===== config.mk =====
export PLATFORM = sky130hd
export DESIGN_NAME = elevator_call_controller_flat
export DESIGN_NICKNAME = d
export VERILOG_FILES = /design/src/sv/ecc_pkg.sv /design/src/sv/ecc_req_if.sv /design/src/sv/ecc_res_if.sv /design/src/sv/elevator_call_controller.sv /design/src/flat_wrapper.sv
export VERILOG_INCLUDE_DIRS = /design/src /design/src/sv
export SDC_FILE = /design/constraint.sdc
export NUM_CORES = 1
export LEC_CHECK = 0
export ABC_CLOCK_PERIOD_IN_PS = 4800
export BUFFER_PORTS_ARGS = -buffer_cell sky130_fd_sc_hd__buf_2
export CAP_MARGIN = 10
export CELL_PAD_IN_SITES_DETAIL_PLACEMENT = 1
export CELL_PAD_IN_SITES_GLOBAL_PLACEMENT = 1
export CORE_MARGIN = 4
export CORE_UTILIZATION = 40
export CTS_CLUSTER_SIZE = 25
export DETAILED_ROUTE_END_ITERATION = 10
export PLACE_DENSITY_LB_ADDON = 0.2
export SYNTH_ARGS = -nofsm -noshare
export SYNTH_HDL_FRONTEND = slang
export SYNTH_SLANG_ARGS = --single-unit

===== constraint.sdc =====
create_clock -name clk_i -period 4.8 [get_ports clk_i]
set_input_delay 0.96 -clock clk_i [delete_from_list [all_inputs] [get_ports clk_i]]
set_output_delay 0.96 -clock clk_i [all_outputs]
set_load 0.01 [all_outputs]

===== src/sv/elevator_call_controller_defines.svh =====
// Assertion macros for the elevator call controller.
// Included by the RTL files that carry concurrent assertions; needs clk_i and rst_ni in scope.
`ifndef ELEVATOR_CALL_CONTROLLER_DEFINES_SVH
`define ELEVATOR_CALL_CONTROLLER_DEFINES_SVH

// Checked on every rising edge outside of reset.
`define ECC_ASSERT(label, prop, msg) \
  label: assert property (@(posedge clk_i) disable iff (!rst_ni) (prop)) else $error(msg);

// Checked on every rising edge, reset included.
`define ECC_ASSERT_ALWAYS(label, prop, msg) \
  label: assert property (@(posedge clk_i) (prop)) else $error(msg);

`endif


===== src/sv/ecc_pkg.sv =====
// Shared constants and types of the elevator call controller.
// No dependencies; used by the channel interfaces and the top level.
`timescale 1ns / 1ps
`default_nettype none

package ecc_pkg;

  localparam int unsigned FLOORS     = 10;
  localparam int unsigned COUNT_BITS = 8;

  localparam int unsigned MODE_W  = 2;
  localparam int unsigned FLOOR_W = 4;
  localparam int unsigned DIR_W   = 2;
  localparam int unsigned RIDER_W = 8;

  typedef enum logic [MODE_W-1:0] {
    MODE_HALL    = 2'd0,
    MODE_CAR     = 2'd1,
    MODE_SERVICE = 2'd2,
    MODE_NOP     = 2'd3
  } mode_e;

  typedef enum logic [DIR_W-1:0] {
    DIR_STOP = 2'd0,
    DIR_DOWN = 2'd1,
    DIR_UP   = 2'd2
  } dir_e;

endpackage

`default_nettype wire


===== src/sv/ecc_req_if.sv =====
// Request channel of the elevator call controller: valid/ready plus event payload.
// Depends on ecc_pkg for the field widths.
`timescale 1ns / 1ps
`default_nettype none

interface ecc_req_if;
  logic                         valid;
  logic                         ready;
  logic [ecc_pkg::MODE_W-1:0]   mode;
  logic [ecc_pkg::FLOOR_W-1:0]  floor;

  modport source (output valid, output mode, output floor, input ready);
  modport sink   (input valid, input mode, input floor, output ready);
endinterface

`default_nettype wire


===== src/sv/ecc_res_if.sv =====
// Result channel of the elevator call controller: valid/ready plus result payload.
// Depends on ecc_pkg for the field widths.
`timescale 1ns / 1ps
`default_nettype none

interface ecc_res_if;
  logic                         valid;
  logic                         ready;
  logic [ecc_pkg::FLOOR_W-1:0]  car_floor_now;
  logic [ecc_pkg::DIR_W-1:0]    direction_now;
  logic [ecc_pkg::RIDER_W-1:0]  riders_boarding;
  logic [ecc_pkg::RIDER_W-1:0]  riders_leaving;
  logic                         floor_served;

  modport source (output valid, output car_floor_now, output direction_now,
                  output riders_boarding, output riders_leaving, output floor_served,
                  input ready);
  modport sink   (input valid, input car_floor_now, input direction_now,
                  input riders_boarding, input riders_leaving, input floor_served,
                  output ready);
endinterface

`default_nettype wire


===== src/sv/elevator_call_controller.sv =====
// Elevator call controller: call bits, car floor and direction in flops,
// rider counts in a synchronous memory. Depends on ecc_pkg, ecc_req_if, ecc_res_if
// and the assertion macros in elevator_call_controller_defines.svh.
//
//   channel  direction  payload
//   req_i    in         mode, floor
//   res_o    out        car_floor_now, direction_now, riders_boarding,
//                       riders_leaving, floor_served
//
// A request is accepted in ST_IDLE, which picks the target floor and reads its
// count entry; ST_RMW modifies and writes the entry back and loads the result
// register. The split follows from the registered read of the count memory.
// A new request is taken while a result still waits.
// Reset clears call bits, car floor and direction at once; a count entry whose
// call bit is low reads as zero, so the count memory needs no clearing pass.
// A stalled result holds the write-back cycle until the result register frees.
`timescale 1ns / 1ps
`default_nettype none

`include "elevator_call_controller_defines.svh"

module elevator_call_controller #(
  parameter int unsigned FLOORS     = ecc_pkg::FLOORS,
  parameter int unsigned COUNT_BITS = ecc_pkg::COUNT_BITS
) (
  input  logic        clk_i,
  input  logic        rst_ni,
  ecc_req_if.sink     req_i,
  ecc_res_if.source   res_o
);

  localparam int unsigned FloorW = (FLOORS > 1) ? $clog2(FLOORS) : 1;
  localparam int unsigned MemW   = 2 * COUNT_BITS;
  localparam logic [COUNT_BITS-1:0] CountMax = '1;

  typedef enum logic [1:0] {
    ST_IDLE = 2'b01,
    ST_RMW  = 2'b10
  } state_e;

  state_e            state_q, state_d;
  logic [FLOORS-1:0] call_q, call_d;
  logic [FloorW-1:0] car_q, car_d;
  ecc_pkg::dir_e     dir_q, dir_d;

  // Operation latched at accept, consumed in the write-back cycle.
  logic [FloorW-1:0] addr_q;
  logic              op_hall_q, op_car_q, op_serve_q, rd_valid_q;

  logic [MemW-1:0]   mem [FLOORS];
  logic [MemW-1:0]   rd_q;
  logic [MemW-1:0]   wdata;
  logic              mem_we;

  logic                          out_valid_q;
  logic [ecc_pkg::FLOOR_W-1:0]   out_floor_q;
  logic [ecc_pkg::DIR_W-1:0]     out_dir_q;
  logic [ecc_pkg::RIDER_W-1:0]   out_board_q, out_leave_q;
  logic                          out_served_q;

  logic              accept, advance, floor_ok;
  logic [FloorW-1:0] req_idx, rd_addr;
  logic              up_found, down_found, here_called, svc_hit;
  logic [FloorW-1:0] up_idx, down_idx, svc_tgt;
  ecc_pkg::dir_e     svc_dir;
  logic [COUNT_BITS-1:0] cur_board, cur_leave;

  assign req_i.ready = (state_q == ST_IDLE);
  assign accept      = req_i.valid && req_i.ready;
  assign advance     = (state_q == ST_RMW) && (!out_valid_q || res_o.ready);
  assign floor_ok    = (32'(req_i.floor) < FLOORS);
  assign req_idx     = FloorW'(req_i.floor);

  // Nearest pending call above and below the car.
  always_comb begin
    up_found   = 1'b0;
    up_idx     = '0;
    down_found = 1'b0;
    down_idx   = '0;
    for (int i = int'(FLOORS) - 1; i >= 0; i--) begin
      if (call_q[i] && (i > int'(car_q))) begin
        up_found = 1'b1;
        up_idx   = FloorW'(i);
      end
    end
    for (int i = 0; i < int'(FLOORS); i++) begin
      if (call_q[i] && (i < int'(car_q))) begin
        down_found = 1'b1;
        down_idx   = FloorW'(i);
      end
    end
  end

  assign here_called = call_q[car_q];

  always_comb begin
    svc_hit = 1'b1;
    svc_tgt = car_q;
    svc_dir = dir_q;
    if (here_called) begin
      svc_dir = ecc_pkg::DIR_STOP;
    end else if (up_found && down_found) begin
      // Calls on both sides: keep going down, otherwise go up.
      if (dir_q == ecc_pkg::DIR_DOWN) begin
        svc_tgt = down_idx;
      end else begin
        svc_dir = ecc_pkg::DIR_UP;
        svc_tgt = up_idx;
      end
    end else if (up_found) begin
      svc_dir = ecc_pkg::DIR_UP;
      svc_tgt = up_idx;
    end else if (down_found) begin
      svc_dir = ecc_pkg::DIR_DOWN;
      svc_tgt = down_idx;
    end else begin
      svc_hit = 1'b0;
    end
  end

  assign rd_addr = (ecc_pkg::mode_e'(req_i.mode) == ecc_pkg::MODE_SERVICE) ? svc_tgt : req_idx;

  always_comb begin
    call_d  = call_q;
    car_d   = car_q;
    dir_d   = dir_q;
    state_d = state_q;
    case (state_q)
      ST_IDLE: begin
        if (accept) begin
          state_d = ST_RMW;
          case (ecc_pkg::mode_e'(req_i.mode))
            ecc_pkg::MODE_HALL, ecc_pkg::MODE_CAR: begin
              if (floor_ok) call_d[req_idx] = 1'b1;
            end
            ecc_pkg::MODE_SERVICE: begin
              if (svc_hit) begin
                call_d[svc_tgt] = 1'b0;
                car_d           = svc_tgt;
                dir_d           = svc_dir;
              end
            end
            default: ;
          endcase
        end
      end
      ST_RMW: begin
        if (advance) state_d = ST_IDLE;
      end
      default: state_d = ST_IDLE;
    endcase
  end

  always_ff @(posedge clk_i or negedge rst_ni) begin
    if (!rst_ni) begin
      state_q    <= ST_IDLE;
      call_q     <= '0;
      car_q      <= '0;
      dir_q      <= ecc_pkg::DIR_STOP;
      op_hall_q  <= 1'b0;
      op_car_q   <= 1'b0;
      op_serve_q <= 1'b0;
      rd_valid_q <= 1'b0;
    end else begin
      state_q <= state_d;
      call_q  <= call_d;
      car_q   <= car_d;
      dir_q   <= dir_d;
      if (accept) begin
        op_hall_q  <= (ecc_pkg::mode_e'(req_i.mode) == ecc_pkg::MODE_HALL) && floor_ok;
        op_car_q   <= (ecc_pkg::mode_e'(req_i.mode) == ecc_pkg::MODE_CAR) && floor_ok;
        op_serve_q <= (ecc_pkg::mode_e'(req_i.mode) == ecc_pkg::MODE_SERVICE) && svc_hit;
        rd_valid_q <= call_q[rd_addr];
      end
    end
  end

  always_ff @(posedge clk_i) begin
    if (accept) addr_q <= rd_addr;
  end

  // An entry whose call bit was low holds stale data and counts as zero.
  assign cur_board = rd_valid_q ? rd_q[MemW-1:COUNT_BITS] : '0;
  assign cur_leave = rd_valid_q ? rd_q[COUNT_BITS-1:0]    : '0;

  assign mem_we = advance && (op_hall_q || op_car_q || op_serve_q);

  always_comb begin
    wdata = '0;
    if (op_hall_q) begin
      wdata = {((cur_board == CountMax) ? cur_board : cur_board + COUNT_BITS'(1)), cur_leave};
    end else if (op_car_q) begin
      wdata = {cur_board, ((cur_leave == CountMax) ? cur_leave : cur_leave + COUNT_BITS'(1))};
    end
  end

  always_ff @(posedge clk_i) begin
    if (mem_we) mem[addr_q] <= wdata;
    if (accept) rd_q <= mem[rd_addr];
  end

  always_ff @(posedge clk_i or negedge rst_ni) begin
    if (!rst_ni) begin
      out_valid_q <= 1'b0;
    end else if (advance) begin
      out_valid_q <= 1'b1;
    end else if (res_o.ready) begin
      out_valid_q <= 1'b0;
    end
  end

  always_ff @(posedge clk_i) begin
    if (advance) begin
      out_floor_q  <= ecc_pkg::FLOOR_W'(car_q);
      out_dir_q    <= dir_q;
      out_board_q  <= op_serve_q ? ecc_pkg::RIDER_W'(cur_board) : '0;
      out_leave_q  <= op_serve_q ? ecc_pkg::RIDER_W'(cur_leave) : '0;
      out_served_q <= op_serve_q;
    end
  end

  assign res_o.valid           = out_valid_q;
  assign res_o.car_floor_now   = out_floor_q;
  assign res_o.direction_now   = out_dir_q;
  assign res_o.riders_boarding = out_board_q;
  assign res_o.riders_leaving  = out_leave_q;
  assign res_o.floor_served    = out_served_q;

  `ECC_ASSERT(a_accept_enters_rmw, accept |=> (state_q == ST_RMW),
              "accepted request did not enter write-back")
  `ECC_ASSERT(a_write_only_in_rmw, mem_we |-> (state_q == ST_RMW),
              "count memory written outside write-back")
  `ECC_ASSERT(a_serve_moves_car,
              (accept && (ecc_pkg::mode_e'(req_i.mode) == ecc_pkg::MODE_SERVICE) && svc_hit)
              |=> (!call_q[addr_q] && (car_q == addr_q)),
              "served floor not reached or call not cleared")
  `ECC_ASSERT(a_unserved_no_riders,
              (res_o.valid && !res_o.floor_served)
              |-> ((res_o.riders_boarding == '0) && (res_o.riders_leaving == '0)),
              "riders reported without a served floor")
  // The car register may still be unknown at the first edges while reset is low.
  `ECC_ASSERT_ALWAYS(a_car_in_range, (!rst_ni || (32'(car_q) < FLOORS)),
                     "car floor out of range")

endmodule

`default_nettype wire


===== src/flat_wrapper.sv =====
// flat-port wrapper written by rule: the top's interface ports become plain ports
module elevator_call_controller_flat 
#(
  parameter int unsigned FLOORS     = ecc_pkg::FLOORS,
  parameter int unsigned COUNT_BITS = ecc_pkg::COUNT_BITS
)
  (clk_i, rst_ni, req_i_valid, req_i_mode, req_i_floor, req_i_ready, res_o_valid, res_o_car_floor_now, res_o_direction_now, res_o_riders_boarding, res_o_riders_leaving, res_o_floor_served, res_o_ready);
  ecc_req_if req_i_i ();
  ecc_res_if res_o_i ();
  input  logic clk_i;
  input  logic rst_ni;
  input wire logic [$bits(req_i_i.valid)-1:0] req_i_valid;
  input wire logic [$bits(req_i_i.mode)-1:0] req_i_mode;
  input wire logic [$bits(req_i_i.floor)-1:0] req_i_floor;
  output wire logic [$bits(req_i_i.ready)-1:0] req_i_ready;
  output wire logic [$bits(res_o_i.valid)-1:0] res_o_valid;
  output wire logic [$bits(res_o_i.car_floor_now)-1:0] res_o_car_floor_now;
  output wire logic [$bits(res_o_i.direction_now)-1:0] res_o_direction_now;
  output wire logic [$bits(res_o_i.riders_boarding)-1:0] res_o_riders_boarding;
  output wire logic [$bits(res_o_i.riders_leaving)-1:0] res_o_riders_leaving;
  output wire logic [$bits(res_o_i.floor_served)-1:0] res_o_floor_served;
  input wire logic [$bits(res_o_i.ready)-1:0] res_o_ready;
  assign req_i_i.valid = req_i_valid;
  assign req_i_i.mode = req_i_mode;
  assign req_i_i.floor = req_i_floor;
  assign req_i_ready = req_i_i.ready;
  assign res_o_valid = res_o_i.valid;
  assign res_o_car_floor_now = res_o_i.car_floor_now;
  assign res_o_direction_now = res_o_i.direction_now;
  assign res_o_riders_boarding = res_o_i.riders_boarding;
  assign res_o_riders_leaving = res_o_i.riders_leaving;
  assign res_o_floor_served = res_o_i.floor_served;
  assign res_o_i.ready = res_o_ready;
  elevator_call_controller #(.FLOORS(FLOORS), .COUNT_BITS(COUNT_BITS)) u_core (.clk_i(clk_i), .rst_ni(rst_ni), .req_i(req_i_i), .res_o(res_o_i));
endmodule

==> impl_metrics.csv <==
group,metric,value,unit
clocking,cts_made_buffers,24,
yosys,synth_ff_type,"edfxtp_1",
die,initial_core_util,0.4085,
run,drv_cap,0,
die,num_rows,59,
min_path,hold_path_class,"primary input to async pin",
final_layout,drive_gt1_frac,0.1486,
detailed_routing,drt-initial-drc-count,567,
timing,fmax,0.2315,GHz
clocking,clk_transition_reported_paths,0.06,ns
die,dieArea,29370,sq um
pwr,power_leakage,0.004161,uW
clocking,cts_hold_buf,0,
timing,worstMarginPinSlew,1.152,ns
yosys,yosys-top-cells-count,"edfxtp_1, a21oi_1, o21ai_0, nand2_1, nor2_1",
yosys,ys_ff_latch,226,
yosys,syn_nets,842,
critical_path,start_kind,"register",
clocking,postCtsSetupRepairBufs,0,
grt,grt_max_degree,41,
final_layout,num_antenna_cells,0,
clocking,cts_tree,"done",
timing,finalSetupViolations,0,
grt,overflow,0,
clocking,cts_resized,0,
clocking,cts_sinks,226,
clocking,cts.htree.levels,1,
detailed_routing,viasPerCell,6.204,
final_layout,nets,865,
yosys,synth_area_per_cell,12.86,sq um
die,core,26130,sq um
timing,fin_skew,0.01289,ns
die,die_width,171.4,um
place,port_buffers,34,
grt,grt_pass1_wl,47200,um
detailed_routing,drt_wl_total,30880,um
critical_path,required,5.14,ns
critical_path,cp-end-kind,"register",
pwr,power_density,599.1,nW/um^2
grt,grtUsageTotal,0.2086,
status,status,"complete, no violations",
clocking,clk_latency,0.51,ns
critical_path,cp_max_fo,22,
timing,slew_headroom,0.2251,
critical_path,crit_type,"register to register",
yosys,synthCells,830,
timing,hold_ws,0.4260,ns
timing,finalCritPeriodShare,0.8998,
yosys,ys_seq_area_frac,0.6251,
final_layout,final_core_util,0.4560,
place,dp_hpwl,20030,um
yosys,syn-cell-area,10680,sq um
yosys,synthMuxAreaShare,0.05837,
yosys,synth-compound-area-share,0.1892,
detailed_routing,ant_nets,0,
yosys,synthAdderAreaFrac,0.002344,
pwr,fin_total_pwr,7140,uW
yosys,synth-simple-area-share,0.08521,
detailed_routing,wl_per_cell,25.67,um
detailed_routing,post-route-drc-count,0,
timing,hold_violations,0,
grt,antenna_found_initial,0,
yosys,synth_edf_count,203,
yosys,synth_area_leaders,"edfxtp_1, dfrtp_1, a21oi_1, mux2_1, o21ai_0",
final_layout,fillers,2706,
die,io_pins,35,
place,place.gp.congestion,0.8475,
yosys,synth.most_common_cell,"edfxtp_1",
timing,timing.setup.tns,0,ns
grt,grt_pass1_vias,7876,
timing,fin_crit,4.319,ns
yosys,synth_top_area_frac,0.5710,
critical_path,critPathArrivalTime,4.66,ns
clocking,root_buffer,"clkbuf_16",
yosys,synth_top_family_by_area,"compound AO/OA/AOI/OAI gates",
final_layout,areaGrowthSynthToFinish,11.64,%
yosys,ys_warn_count,0,
yosys,synth.largest_area_cell,"edfxtp_1",
yosys,synthXorXnorAreaFrac,0.004102,
critical_path,worstRegToRegCells,9,
detailed_routing,vias,7464,
place,dp_cells,1161,
pwr,peakVddDrop,0.2966,mV
timing,rsz0062_at_grt,"false",
yosys,ys_async_sr_fraction,0.1018,
yosys,synthDistinctLibCells,76,
detailed_routing,dr.pass1.iters,4,
die,die_y,171.4,um
clocking,cts_buffer_depth,3,
final_layout,fin_cells,1203,
timing,report.final.slew_viol_count,0,
[layout by cell type (no fill, tap or decap), types with 3 or more instances in the layout]
master,Yosys,final
o22ai_1,21,21
o21ai_1,6,6
a21o_1,3,3
mux2i_1,24,24
or3_1,4,4
a31oi_1,11,11
a22o_1,3,3
nand4_1,7,7
o21ai_0,56,56
edfxtp_1,203,203
inv_1,12,12
a221o_1,16,16
and2_1,7,7
nor4_1,5,3
o21a_1,7,7
o221ai_1,17,17
o211ai_1,5,5
mux2_2,8,8
nand2_1,37,37
clkbuf_1,32,9
buf_2,18,34
nor3b_1,4,4
nand2b_1,9,9
dfrtp_1,22,22
a2111o_1,16,16
buf_4,8,25
clkbuf_16,0,25
mux2_1,26,26
o2111ai_1,3,3
o22a_1,3,3
a21oi_1,77,77
nor2b_1,9,7
nand3_1,12,12
xor2_1,3,3
and3_1,21,21
a211oi_1,4,4
o31ai_1,5,5
nor2_1,36,36
nor3_1,14,10
[flip-flops by register name (all words and copies together) (netlist names), 2 cells and up]
signal and cells:
u_core.call_q 10, u_core.addr_q 4, u_core.dir_q 2, u_core.res_o.car_floor_now 4
u_core.car_q 4, u_core.rd_q 16, u_core.res_o.riders_boarding 8, u_core.mem 160
u_core.res_o.riders_leaving 8, u_core.res_o.direction_now 2, u_core.state_q 2
[layer usage]
layer | part of all wire | routed length, um | GRT usage
met1 | 0.44 | 13510 | 0.2886
met2 | 0.48 | 14970 | 0.3501
met3 | 0.049 | 1499 | 0.02689
met4 | 0.029 | 901 | 0.05580
met5 | 0 | 0 | 0
[cells by family (layout without fill, tap and decap cells)]
family,count (synthesis),count (layout)
AO/OA/AOI/OAI,286,286
adder cells (fa/ha/maj),2,2
multiplexers,58,58
XOR/XNOR,5,5
flip-flops,226,226
buffers and inverters,77,115
AND/OR/NAND/NOR,176,176
[where the power goes]
part           internal (uW)  switching, uW
registers               2350            330
clock network           1030            717
logic                    917           1790
[final cells by class]
type | count | area, sq um | area share
Clock buffer | 36 | 686.9 | 0.05764
Clock inverter | 5 | 50.05 | 0.004199
Inverter | 14 | 55.05 | 0.004619
Multi-Input combinational cell | 527 | 3671 | 0.3080
Sequential cell | 226 | 6673 | 0.5599
Tap cell | 335 | 419.2 | 0.03517
Timing Repair Buffer | 60 | 362.8 | 0.03045
[stage by stage]
stage	area, sq um	worst slack [ns]
after floorplan	10680	0.1676
after global placement	11180	0.6882
after detailed placement	11180	0.6474
after CTS	11910	0.6138
after global routing	11920	0.3079
final	11920	0.4810
[critical path, stage by stage, from the launching register on]
cell	delay [ns]
dfrtp_1	0.84
nand2_1	0.20
o221a_2	0.36
nor3_1	0.50
a31oi_1	0.17
a32o_1	0.34
o21a_1	0.53
a21oi_4	0.74
o221ai_1	0.23
o22ai_1	0.22
[final timing paths]
check	slack, ns	from	end
worst max-delay path	0.48	u_core.car_q[2]	u_core.rd_q[7]
worst min-delay path	0.43	rst_ni	u_core.state_q[1]
worst max register to register	0.48	u_core.car_q[2]	u_core.rd_q[7]
worst min register to register	0.54	u_core.dir_q[0]	u_core.res_o.direction_now[0]
max in group asynchronous	4.01	rst_ni	u_core.state_q[0]
min in group clk_i	0.54	u_core.dir_q[0]	u_core.res_o.direction_now[0]
Note: power is estimated with default switching activity, not from simulation.
